===== config.mk =====
export PLATFORM = sky130hd
export DESIGN_NAME = rational_arithmetic_unit
export DESIGN_NICKNAME = d
export VERILOG_FILES = /design/src/rtl/core/rau_pkg.sv /design/src/rtl/core/rational_arithmetic_unit.sv /design/src/rtl/core/rau_mul.sv /design/src/rtl/core/rau_div.sv /design/src/rtl/core/rau_gcd.sv
export SDC_FILE = /design/constraint.sdc
export NUM_CORES = 2
export LEC_CHECK = 0
export BUFFER_PORTS_ARGS = -buffer_cell sky130_fd_sc_hd__buf_2
export CORE_MARGIN = 2
export CORE_UTILIZATION = 58
export DETAILED_ROUTE_END_ITERATION = 12
export PLACE_DENSITY = 0.91
export SLEW_MARGIN = 10
export SYNTH_ARGS = -nofsm -noshare
export SYNTH_HDL_FRONTEND = slang
export SYNTH_SLANG_ARGS = --single-unit

===== constraint.sdc =====
create_clock -name clk -period 8 [get_ports clk]
set_input_delay 0.8 -clock clk [delete_from_list [all_inputs] [get_ports clk]]
set_output_delay 0.8 -clock clk [all_outputs]
set_load 0.02 [all_outputs]

===== src/rtl/core/rau_pkg.sv =====
// ----------------------------------------------------------------------------
// rau_pkg: shared definitions for the rational arithmetic unit
// Operation codes, status codes, default widths and unit status type.
// ----------------------------------------------------------------------------
package rau_pkg;

  localparam int OPERAND_WIDTH_DEF = 16;
  localparam int REQ_TYPE_W        = 3;

  localparam logic [REQ_TYPE_W-1:0] OP_ADD      = 3'd0;
  localparam logic [REQ_TYPE_W-1:0] OP_SUB      = 3'd1;
  localparam logic [REQ_TYPE_W-1:0] OP_MUL      = 3'd2;
  localparam logic [REQ_TYPE_W-1:0] OP_DIV      = 3'd3;
  localparam logic [REQ_TYPE_W-1:0] OP_SIMPLIFY = 3'd4;

  localparam logic ST_OK        = 1'b0;
  localparam logic ST_ZERO_ZERO = 1'b1;

  typedef struct packed {
    logic busy;
    logic done;
  } unit_stat_t;

endpackage


===== src/rtl/core/rational_arithmetic_unit.sv =====
// ----------------------------------------------------------------------------
// rational_arithmetic_unit: add, subtract, multiply, divide, simplify fractions
// Sequencer around a shared multiplier, a binary gcd unit and a divider.
// ----------------------------------------------------------------------------
// Usage:
//   Input channel in_valid/in_ready carries one transaction: an operation
//   code and two fractions A = a_num/a_den, B = b_num/b_den. The result
//   channel out_valid/out_ready returns one fraction and a status bit per
//   transaction, in order. Results are 2*OPERAND_WIDTH+1 bits and never wrap.
//   Add, subtract, multiply and divide run three products through the one
//   registered multiplier. Simplify runs the binary gcd (one shift or
//   subtract per cycle) and then two divisions on the one divider.
//   Unused codes and simplify of 0/0 go straight to the done state, from
//   which out_valid is registered.
//   One transaction is in work at a time; in_ready is high only when idle.
//   A finished result sits in the output register while the next
//   transaction is accepted; if the receiver stalls, the sequencer holds
//   its next result until the output register is free.
//   Synchronous active-low reset returns to idle and drops out_valid.
// ----------------------------------------------------------------------------
module rational_arithmetic_unit #(
  parameter int OPERAND_WIDTH = rau_pkg::OPERAND_WIDTH_DEF
) (
  input  logic                              clk,
  input  logic                              rst_n,
  input  logic                              in_valid,
  output logic                              in_ready,
  input  logic [rau_pkg::REQ_TYPE_W-1:0]    in_req_type,
  input  logic signed [OPERAND_WIDTH-1:0]   in_a_num,
  input  logic signed [OPERAND_WIDTH-1:0]   in_a_den,
  input  logic signed [OPERAND_WIDTH-1:0]   in_b_num,
  input  logic signed [OPERAND_WIDTH-1:0]   in_b_den,
  output logic                              out_valid,
  input  logic                              out_ready,
  output logic signed [2*OPERAND_WIDTH:0]   out_res_num,
  output logic signed [2*OPERAND_WIDTH:0]   out_res_den,
  output logic                              out_status
);
  import rau_pkg::*;

  localparam int W  = OPERAND_WIDTH;
  localparam int RW = 2*OPERAND_WIDTH+1;

  localparam logic [2:0] S_IDLE = 3'd0;
  localparam logic [2:0] S_MUL  = 3'd1;
  localparam logic [2:0] S_GCD  = 3'd2;
  localparam logic [2:0] S_DIVN = 3'd3;
  localparam logic [2:0] S_DIVD = 3'd4;
  localparam logic [2:0] S_DONE = 3'd5;

  logic [2:0]            state_r;
  logic [2:0]            state_nxt;
  logic [REQ_TYPE_W-1:0] op_r;
  logic signed [W-1:0]   an_r;
  logic signed [W-1:0]   ad_r;
  logic signed [W-1:0]   bn_r;
  logic signed [W-1:0]   bd_r;
  logic [1:0]            step_r;
  logic signed [RW-1:0]  num_r;
  logic signed [RW-1:0]  den_r;
  logic                  st_r;
  logic [W-1:0]          g_r;
  logic [W-1:0]          qn_r;
  logic                  out_valid_r;
  logic signed [RW-1:0]  out_num_r;
  logic signed [RW-1:0]  out_den_r;
  logic                  out_st_r;

  logic                  accept;
  logic                  in_zero_zero;
  logic                  in_op_used;
  logic                  out_load;
  logic [W-1:0]          in_an_mag;
  logic [W-1:0]          in_ad_mag;
  logic [W-1:0]          an_mag;
  logic [W-1:0]          ad_mag;

  logic signed [W-1:0]   mul_a;
  logic signed [W-1:0]   mul_b;
  logic signed [2*W-1:0] prod;
  logic signed [RW-1:0]  prod_ext;

  logic                  gcd_start;
  logic [W-1:0]          gcd_g;
  unit_stat_t            gcd_stat;

  logic                  div_start;
  logic [W-1:0]          div_dividend;
  logic [W-1:0]          div_divisor;
  logic [W-1:0]          div_quo;
  unit_stat_t            div_stat;

  logic [RW-1:0]         qn_ext;
  logic [RW-1:0]         qd_ext;

  assign in_ready     = (state_r == S_IDLE);
  assign accept       = in_valid && in_ready;
  assign in_zero_zero = (in_a_num == '0) && (in_a_den == '0);
  assign in_op_used   = (in_req_type == OP_ADD) || (in_req_type == OP_SUB) ||
                        (in_req_type == OP_MUL) || (in_req_type == OP_DIV);
  assign out_load     = (state_r == S_DONE) && (!out_valid_r || out_ready);

  assign in_an_mag = in_a_num[W-1] ? W'(-in_a_num) : W'(in_a_num);
  assign in_ad_mag = in_a_den[W-1] ? W'(-in_a_den) : W'(in_a_den);
  assign an_mag    = an_r[W-1] ? W'(-an_r) : W'(an_r);
  assign ad_mag    = ad_r[W-1] ? W'(-ad_r) : W'(ad_r);

  always_comb begin
    mul_a = '0;
    mul_b = '0;
    unique case (step_r)
      2'd0: begin
        mul_a = an_r;
        mul_b = (op_r == OP_MUL) ? bn_r : bd_r;
      end
      2'd1: begin
        if ((op_r == OP_ADD) || (op_r == OP_SUB)) begin
          mul_a = ad_r;
          mul_b = bn_r;
        end
      end
      2'd2: begin
        mul_a = ad_r;
        mul_b = (op_r == OP_DIV) ? bn_r : bd_r;
      end
      default: begin
        mul_a = '0;
        mul_b = '0;
      end
    endcase
  end

  rau_mul #(.OPERAND_WIDTH(W)) u_mul (
    .clk    (clk),
    .op_a   (mul_a),
    .op_b   (mul_b),
    .prod_r (prod)
  );

  assign prod_ext = RW'(prod);

  assign gcd_start = accept && (in_req_type == OP_SIMPLIFY) && !in_zero_zero;

  rau_gcd #(.OPERAND_WIDTH(W)) u_gcd (
    .clk   (clk),
    .rst_n (rst_n),
    .start (gcd_start),
    .mag_u (in_an_mag),
    .mag_v (in_ad_mag),
    .g_r   (gcd_g),
    .stat  (gcd_stat)
  );

  assign div_start    = ((state_r == S_GCD) && gcd_stat.done) ||
                        ((state_r == S_DIVN) && div_stat.done);
  assign div_dividend = (state_r == S_GCD) ? an_mag : ad_mag;
  assign div_divisor  = (state_r == S_GCD) ? gcd_g : g_r;

  rau_div #(.OPERAND_WIDTH(W)) u_div (
    .clk      (clk),
    .rst_n    (rst_n),
    .start    (div_start),
    .dividend (div_dividend),
    .divisor  (div_divisor),
    .quo_r    (div_quo),
    .stat     (div_stat)
  );

  assign qn_ext = RW'(qn_r);
  assign qd_ext = RW'(div_quo);

  always_comb begin
    state_nxt = state_r;
    unique case (state_r)
      S_IDLE: begin
        if (accept) begin
          priority if (in_op_used) begin
            state_nxt = S_MUL;
          end else if ((in_req_type == OP_SIMPLIFY) && !in_zero_zero) begin
            state_nxt = S_GCD;
          end else begin
            state_nxt = S_DONE;
          end
        end
      end
      S_MUL: begin
        if (step_r == 2'd3) begin
          state_nxt = S_DONE;
        end
      end
      S_GCD: begin
        if (gcd_stat.done) begin
          state_nxt = S_DIVN;
        end
      end
      S_DIVN: begin
        if (div_stat.done) begin
          state_nxt = S_DIVD;
        end
      end
      S_DIVD: begin
        if (div_stat.done) begin
          state_nxt = S_DONE;
        end
      end
      S_DONE: begin
        if (out_load) begin
          state_nxt = S_IDLE;
        end
      end
      default: begin
        state_nxt = S_IDLE;
      end
    endcase
  end

  always_ff @(posedge clk) begin
    if (!rst_n) begin
      state_r     <= S_IDLE;
      step_r      <= '0;
      out_valid_r <= 1'b0;
    end else begin
      state_r <= state_nxt;
      if (accept) begin
        step_r <= '0;
      end else if (state_r == S_MUL) begin
        step_r <= step_r + 1'b1;
      end
      if (out_load) begin
        out_valid_r <= 1'b1;
      end else if (out_ready) begin
        out_valid_r <= 1'b0;
      end
    end
  end

  always_ff @(posedge clk) begin
    if (accept) begin
      op_r  <= in_req_type;
      an_r  <= in_a_num;
      ad_r  <= in_a_den;
      bn_r  <= in_b_num;
      bd_r  <= in_b_den;
      num_r <= '0;
      den_r <= '0;
      st_r  <= ((in_req_type == OP_SIMPLIFY) && in_zero_zero) ? ST_ZERO_ZERO : ST_OK;
    end
    if (state_r == S_MUL) begin
      unique case (step_r)
        2'd1: num_r <= prod_ext;
        2'd2: num_r <= (op_r == OP_SUB) ? num_r - prod_ext : num_r + prod_ext;
        2'd3: den_r <= prod_ext;
        default: num_r <= num_r;
      endcase
    end
    if ((state_r == S_GCD) && gcd_stat.done) begin
      g_r <= gcd_g;
    end
    if ((state_r == S_DIVN) && div_stat.done) begin
      qn_r <= div_quo;
    end
    if ((state_r == S_DIVD) && div_stat.done) begin
      num_r <= an_r[W-1] ? -qn_ext : qn_ext;
      den_r <= ad_r[W-1] ? -qd_ext : qd_ext;
    end
    if (out_load) begin
      out_num_r <= num_r;
      out_den_r <= den_r;
      out_st_r  <= st_r;
    end
  end

  assign out_valid   = out_valid_r;
  assign out_res_num = out_num_r;
  assign out_res_den = out_den_r;
  assign out_status  = out_st_r;

endmodule


===== src/rtl/core/rau_mul.sv =====
// ----------------------------------------------------------------------------
// rau_mul: registered signed multiplier
// One signed product per cycle, registered from the operands.
// ----------------------------------------------------------------------------
module rau_mul #(
  parameter int OPERAND_WIDTH = rau_pkg::OPERAND_WIDTH_DEF
) (
  input  logic                            clk,
  input  logic signed [OPERAND_WIDTH-1:0] op_a,
  input  logic signed [OPERAND_WIDTH-1:0] op_b,
  output logic signed [2*OPERAND_WIDTH-1:0] prod_r
);

  always_ff @(posedge clk) begin
    prod_r <= op_a * op_b;
  end

endmodule


===== src/rtl/core/rau_div.sv =====
// ----------------------------------------------------------------------------
// rau_div: iterative unsigned divider
// Restoring division, one quotient bit per cycle.
// ----------------------------------------------------------------------------
module rau_div #(
  parameter int OPERAND_WIDTH = rau_pkg::OPERAND_WIDTH_DEF
) (
  input  logic                     clk,
  input  logic                     rst_n,
  input  logic                     start,
  input  logic [OPERAND_WIDTH-1:0] dividend,
  input  logic [OPERAND_WIDTH-1:0] divisor,
  output logic [OPERAND_WIDTH-1:0] quo_r,
  output rau_pkg::unit_stat_t      stat
);
  import rau_pkg::*;

  localparam int W     = OPERAND_WIDTH;
  localparam int CNT_W = $clog2(W);

  logic [W-1:0]     rem_r;
  logic [W-1:0]     dsr_r;
  logic [CNT_W-1:0] cnt_r;
  logic             busy_r;
  logic             done_r;
  logic [W:0]       shifted;
  logic [W:0]       diff;
  logic             ge;

  assign shifted = {rem_r, quo_r[W-1]};
  assign ge      = shifted >= {1'b0, dsr_r};
  assign diff    = shifted - {1'b0, dsr_r};

  assign stat.busy = busy_r;
  assign stat.done = done_r;

  always_ff @(posedge clk) begin
    if (!rst_n) begin
      busy_r <= 1'b0;
      done_r <= 1'b0;
      cnt_r  <= '0;
    end else begin
      done_r <= 1'b0;
      if (start) begin
        busy_r <= 1'b1;
        cnt_r  <= '0;
      end else if (busy_r) begin
        cnt_r <= cnt_r + 1'b1;
        if (cnt_r == CNT_W'(W-1)) begin
          busy_r <= 1'b0;
          done_r <= 1'b1;
        end
      end
    end
  end

  always_ff @(posedge clk) begin
    if (start) begin
      rem_r <= '0;
      quo_r <= dividend;
      dsr_r <= divisor;
    end else if (busy_r) begin
      rem_r <= ge ? diff[W-1:0] : shifted[W-1:0];
      quo_r <= {quo_r[W-2:0], ge};
    end
  end

endmodule


===== src/rtl/core/rau_gcd.sv =====
// ----------------------------------------------------------------------------
// rau_gcd: binary greatest common divisor
// One shift or subtract per cycle on two magnitudes; gcd(x,0) = x.
// ----------------------------------------------------------------------------
module rau_gcd #(
  parameter int OPERAND_WIDTH = rau_pkg::OPERAND_WIDTH_DEF
) (
  input  logic                     clk,
  input  logic                     rst_n,
  input  logic                     start,
  input  logic [OPERAND_WIDTH-1:0] mag_u,
  input  logic [OPERAND_WIDTH-1:0] mag_v,
  output logic [OPERAND_WIDTH-1:0] g_r,
  output rau_pkg::unit_stat_t      stat
);
  import rau_pkg::*;

  localparam int W   = OPERAND_WIDTH;
  localparam int K_W = $clog2(W);

  logic [W-1:0]   x_r;
  logic [W-1:0]   y_r;
  logic [K_W-1:0] k_r;
  logic           busy_r;
  logic           done_r;
  logic           fin;

  assign fin = (x_r == '0) || (y_r == '0) || (x_r == y_r);

  assign stat.busy = busy_r;
  assign stat.done = done_r;

  always_ff @(posedge clk) begin
    if (!rst_n) begin
      busy_r <= 1'b0;
      done_r <= 1'b0;
    end else begin
      done_r <= 1'b0;
      if (start) begin
        busy_r <= 1'b1;
      end else if (busy_r && fin) begin
        busy_r <= 1'b0;
        done_r <= 1'b1;
      end
    end
  end

  always_ff @(posedge clk) begin
    if (start) begin
      x_r <= mag_u;
      y_r <= mag_v;
      k_r <= '0;
    end else if (busy_r) begin
      if (fin) begin
        priority if (x_r == '0) begin
          g_r <= y_r;
        end else if (y_r == '0) begin
          g_r <= x_r;
        end else begin
          g_r <= x_r << k_r;
        end
      end else begin
        priority if (!x_r[0] && !y_r[0]) begin
          x_r <= x_r >> 1;
          y_r <= y_r >> 1;
          k_r <= k_r + 1'b1;
        end else if (!x_r[0]) begin
          x_r <= x_r >> 1;
        end else if (!y_r[0]) begin
          y_r <= y_r >> 1;
        end else if (x_r > y_r) begin
          x_r <= x_r - y_r;
        end else begin
          y_r <= y_r - x_r;
        end
      end
    end
  end

endmodule


Word-level counts from Yosys, hierarchy flattened
Cells that the tools add are included.
Widths: inputs -> output; s select.
Storage, ports and cells
  input port bits: 71
  output and inout port bits: 69
  flip-flop bits (word level): 379
  word-level logic and storage cells: 190
Operators by class
  equal/unequal tests: 28
  bitwise gates (word level): 4
  $add $sub $neg: 14
  $mul: 1
  order comparisons: 2
  reduce and logical (&&, ||, !) cells: 48
  shift operators: 1
  muxes and demuxes: 61
Operators by type and width (number)
  $mux 16: 29
  $mux 33: 10
  $pmux 33 s3: 1
  $pmux 16 s3: 2
  $neg 16->33: 2
  $logic_not 16->1: 4
  $neg 16->16: 4
  $sub 16x16->16: 3
  $add 33x32->33: 1
  $sub 33x32->33: 1
  $mul 16x16->32: 1
  $mux 3: 8
  $eq 3x2->1 const B: 6
  $pmux 3 s6: 1
  $ge 17x16->1: 1
  $eq 16x16->1: 1
  $gt 16x16->1: 1
  $shl 16x4->16: 1
  $logic_and 1x1->1: 12
  $ne 4x4->1 const B: 3
  $mux 1: 10
  $eq 3x1->1 const B: 3
  $eq 3x3->1 const B: 3
  $logic_not 3->1: 3
  20 further kinds: 48

Depth between registers and ports, before layout
  depth in word-level cells: 8
  depth in mapped cells: 32
  mapped depth without buffers: 29

Hierarchy
A second synthesis with hierarchy kept.
Unflattened totals
  cells, all modules: 3303
  area total of the unflattened synthesis: 32190.9 um^2
Modules (own cells, without submodules)
  rational_arithmetic_unit: cells each 1295, instances 1, area each 13606.8 um^2, sequential area each 6786.5 um^2
  rau_mul: cells each 1116, instances 1, area each 10512.6 um^2, sequential area each 640.6 um^2
  rau_gcd: cells each 580, instances 1, area each 4932.2 um^2, sequential area each 1561.5 um^2
  rau_div: cells each 312, instances 1, area each 3139.3 um^2, sequential area each 1401.3 um^2

Worst setup path before layout
OpenSTA, ideal clock, no wires.
  kind: reg2reg
  start point: register step_r[0]
  end point: register u_mul.prod_r[31]
  setup slack: 507 ps
  period minus slack after synthesis: 7493 ps
  required time: 7928 ps
  arrival time: 7422 ps
  setup time: 72 ps
  buffers on the path: 3
  stages on the path, launching flop included: 29
  path through: dfxtp_1 > inv_1 > ha_1 > clkbuf_1 > mux2i_1 > a211oi_1 > clkbuf_1 > a22o_1 > clkbuf_1 > nand2_1 > fa_1 > inv_1 > fa_1 > fa_1 > fa_1 > fa_1 > inv_1 > fa_1 > inv_1 > ha_1 > o21a_1 > o21ai_0 > a21oi_1 > a41o_1 > a211oi_2 > a21oi_1 > a211o_1 > a21oi_1 > xor2_1
On the way
  word-level cells in the longest chain between the ends: 3
  elaborated cells between the ends (all ways): 6
  those cells by class: mul (1); eq/ne (2); mux (2); reduce/logical (1)
Ends and longest elaborated chain
  start: declaration: line rational_arithmetic_unit.sv:58  | logic [1:0] step_r;
  start signal: assignment: line rational_arithmetic_unit.sv:227  | step_r <= step_r + 1'b1;
  $eq 2x2->1 (tied with other cells): line rational_arithmetic_unit.sv:111  | unique case (step_r)
  $pmux 16 s3: line rational_arithmetic_unit.sv:111
  $mul 16x16->32 *: line rau_mul.sv:15  | prod_r <= op_a * op_b;
  end signal: assignment: line rau_mul.sv:15
  end: declaration: line rau_mul.sv:11  | output logic signed [2*OPERAND_WIDTH-1:0] prod_r
Every way passes the cells marked *; elsewhere a longest branch is shown, timed or not.
A chain may end at the register's enable or synchronous reset.

Worst setup path after layout
Same ends and word-level chain as after synthesis.

==> flow_metrics.tcl <==
set metrics [dict create \
    outcome "finished, final reports clean" \
    first_global_vias 25200 \
    critical_path.reg2reg.endpoint "u_mul.prod_r[31]$_DFF_P_" \
    period_minus_slack_ps 7700 \
    number_of_max_capacitance_violations_reported 0 \
    groute.usage.overall_pct 30.3 \
    worst_r2r_path_depth 25 \
    drc_errors 0 \
    crit_path_frequent_cell "fa_1" \
    mean_syn_cell_area_um2 9.74 \
    worst-endpoint-required_ps 8530 \
    grt_setup_unrepaired "false" \
    vias 25300 \
    path_max_fanout 8 \
    drt-pass1-iter-count 8 \
    detailed_place_hpwl_um 64200 \
    slowest_delay_ps 580 \
    critPathCapture "u_mul.prod_r[31]$_DFF_P_" \
    slew_viol_final 0 \
    grt_pass1_wl_um 134000 \
    cts_htree_levels 2 \
    worst_ep_arrival_time_ps 8220 \
    initial_core_util_pct 58.5 \
    chipWidth_um 237 \
    fp-row-count 85 \
    io_buffers 139 \
    antenna_left 0 \
    top_signal_layer_used "met5" \
    timing.clock.skew_ps 26.5 \
    clk_pin_slew_worst_paths_ps 80 \
    timing_worst_setup_path_type "reg -> reg" \
    whs_ps 395 \
    timing.fmax_mhz 130 \
    max-clock-path-buffers 3 \
    numCtsBuffers 42 \
    die_height_um 237 \
    worst_hold_path_type "in -> reg" \
    clock_sink_count 379 \
    worst_path_dominant_cell_family "adder cells" \
    mappedNetlistArea_mm2 0.0314 \
    cts_root_buffer "clkbuf_16" \
    startpoint_type "register" \
    setup_viol_count_final 0 \
    async_flop_share_pct 0 \
    post_drt_wl_per_cell_um 21.2 \
    critical_path.n_buffers_inverters 5 \
    wl_met1_um 32800 \
    synth_enable_flop_cells 280 \
    io-pin-count 140 \
    cp_num_cells 25 \
    tritoncts "built" \
    finish.net_count 3815 \
    synth_top_area_share_pct 26.8 \
    synth_warnings 0 \
    synthesis.nets 3733 \
    route.detailed.vias_per_inst 6.28 \
    routability_congestion_estimate 0.996 \
    floorplan.die_area_mm2 0.0559 \
    register_to_register_setup_slack_ps 300 \
    critPathSlowestCell "fa_1" \
    core_area_mm2 0.0536 \
    final_layout_size_suffix_gt1_share_pct 10.4 \
    slew-limit-headroom_pct 23.0 \
    number_of_antenna_repair_diodes 0 \
    final_min_period_over_clock_period_pct 96.2 \
    setup_tns_ps 0 \
    ranking_of_synthesized_cells_by_area "edfxtp_1 27%, fa_1 17%, ha_1 7.1%" \
    postSynthCellCount 3219 \
    synth_seq_cells 379 \
    grt_start_max_net_pins 75 \
    tightest_slew_ps 1150 \
    synth_sequential_area_ratio_pct 33.1 \
    largest_area_contributor_in_the_synthesized_netlist "edfxtp_1" \
    timing.critical_path.to_type "register" \
    clock_insertion_delay_worst_skew_ps 600 \
    antenna_found_initial 3 \
    wirelength_um 85300 \
    netlist-cell-type-count 91 \
    setup.worst_path.start "step_r[0]$_SDFFE_PP0N_" \
    total_overflow_reported_by_the_global_router 0 \
    area_delta_synth_final_pct 9.34 \
    crit-reg2reg-launch "step_r[0]$_SDFFE_PP0N_" \
    routed-wl-met3_um 9780 \
    met2WireLength_um 38200 \
    hold_violations 0 \
    synth-main-ff-cell "edfxtp_1" \
    drt_first_iter_violations 2893 \
]
==> worst reg2reg max path: stages (launching register included) <==
cell	delay, ps
dfxtp_1	410
inv_1	100
ha_1	280
mux2i_2	400
a211oi_4	190
buf_4	210
a22oi_1	500
buf_4	300
nor2_1	80
fa_1	490
fa_1	580
fa_1	450
fa_1	470
fa_1	550
inv_1	50
fa_1	530
inv_1	40
ha_1	380
a211oi_1	260
nand2_1	100
a41o_1	250
a211oi_2	240
a21oi_1	160
a211o_1	270
a21oi_1	170
xor2_1	150
==> per-stage QoR <==
step	utilization (%)	worst slack (ps)	instances	instance area (um^2)
final	64.0	304	4031	34300
after global routing	64.0	1.65	4031	34300
after CTS	63.9	177	4029	34200
after detailed placement	61.0	244	3951	32700
after global placement	61.0	374	3951	32700
after floorplan	-	507	3219	31400
==> Yosys cell counts, types with 6 or more instances <==
| cell type | number |
|---|---|
| nor2_1 | 280 |
| buf_1 | 16 |
| buf_2 | 12 |
| or4_1 | 6 |
| mux2i_1 | 28 |
| and2_1 | 11 |
| o211ai_1 | 13 |
| and3_1 | 23 |
| nand2_1 | 257 |
| xor2_1 | 107 |
| a21o_1 | 44 |
| clkbuf_1 | 121 |
| mux2_2 | 19 |
| inv_1 | 394 |
| a221o_1 | 18 |
| a221oi_1 | 51 |
| ha_1 | 177 |
| o31ai_1 | 38 |
| edfxtp_1 | 280 |
| a31oi_1 | 23 |
| dfxtp_1 | 99 |
| nor2b_1 | 34 |
| a21oi_1 | 214 |
| a22oi_1 | 43 |
| nor4_1 | 23 |
| fa_1 | 266 |
| o21bai_1 | 12 |
| o41ai_1 | 16 |
| o21ai_0 | 149 |
| a211oi_1 | 25 |
| a22o_1 | 23 |
| or3_1 | 18 |
| nand3_1 | 32 |
| nand4_1 | 21 |
| nor3b_1 | 7 |
| and4_1 | 6 |
| xnor2_1 | 108 |
| o21a_1 | 13 |
| a21boi_0 | 6 |
| or2_2 | 9 |
| nor3_1 | 36 |
| nand2b_1 | 47 |
==> per-layer routing <==
layer,vias to the layer above,GRT usage [%]
li1,11300,-
met1,12100,39.7
met2,1590,47.7
met3,302,6.89
met4,2,15.1
met5,-,0.433
==> cell type report <==
class,count,area [um^2]
fillers,4170,19300
multi-input cells,2291,18900
flip-flops and latches,379,10400
inverters,395,1480
clock buffers,55,1190
repair buffers,192,1090
well taps,696,871
clock inverters,23,339
==> state kept, by name, indices dropped and copies added (netlist names), 16 cells and up <==
| name | count |
|---|---|
| num_r | 33 |
| u_div.rem_r | 16 |
| den_r | 33 |
| u_gcd.y_r | 16 |
| bd_r | 16 |
| ad_r | 16 |
| u_div.quo_r | 16 |
| out_res_den | 33 |
| an_r | 16 |
| qn_r | 16 |
| u_mul.prod_r | 32 |
| u_div.dsr_r | 16 |
| u_gcd.g_r | 16 |
| u_gcd.x_r | 16 |
| out_res_num | 33 |
| g_r | 16 |
| bn_r | 16 |
==> kinds of logic after synthesis <==
group                      count (synthesis)  synth area share (%)
xor gates and xnor gates                 215                  6.01
AOI/OAI and AO/OA                        750                  15.8
and+or+nand+nor                          831                  12.3
adders and majority gates                443                  24.0
muxes                                     51                  1.86
buffers and inverters                    550                  6.76
DFF                                      379                  33.1
==> cells in the final DEF (no fill, tap or decap), types with 35 or more instances in the layout <==
master	instances
edfxtp_1	280
a22oi_1	41
inv_1	392
buf_4	53
dfxtp_1	99
clkbuf_16	44
o21ai_0	148
ha_1	177
a21oi_1	213
fa_1	266
a21o_1	44
a221oi_1	51
nor3_1	35
nand2_1	256
o31ai_1	38
nand2b_1	45
nor2_1	279
buf_2	139
xor2_1	107
xnor2_1	108
==> how the worst min path moves through the flow <==
stage | depth (start not counted) | to | start | slack [ps]
finish | 1 | bd_r[11]$_DFFE_PP_ | in_b_den[11] | 400
global route | 1 | bn_r[2]$_DFFE_PP_ | in_b_num[2] | 370
CTS | 1 | bd_r[2]$_DFFE_PP_ | in_b_den[2] | 370
detailed placement | 0 | out_res_den[26]$_DFFE_PP_ | den_r[26]$_DFF_P_ | 430
global placement | 0 | out_res_den[26]$_DFFE_PP_ | den_r[26]$_DFF_P_ | 430
floorplan | 0 | out_status$_DFFE_PP_ | st_r$_DFFE_PP_ | 400
==> repair_timing <==
item | in CTS | in global routing
hold buffers | 0 | 0
buffers inserted | 0 | 1
resized for setup | 0 | 12
setup endpoints to repair | 0 | 4
Power is not shown: default switching activity piles up to over one toggle a cycle in this logic, so the estimate is an artifact.
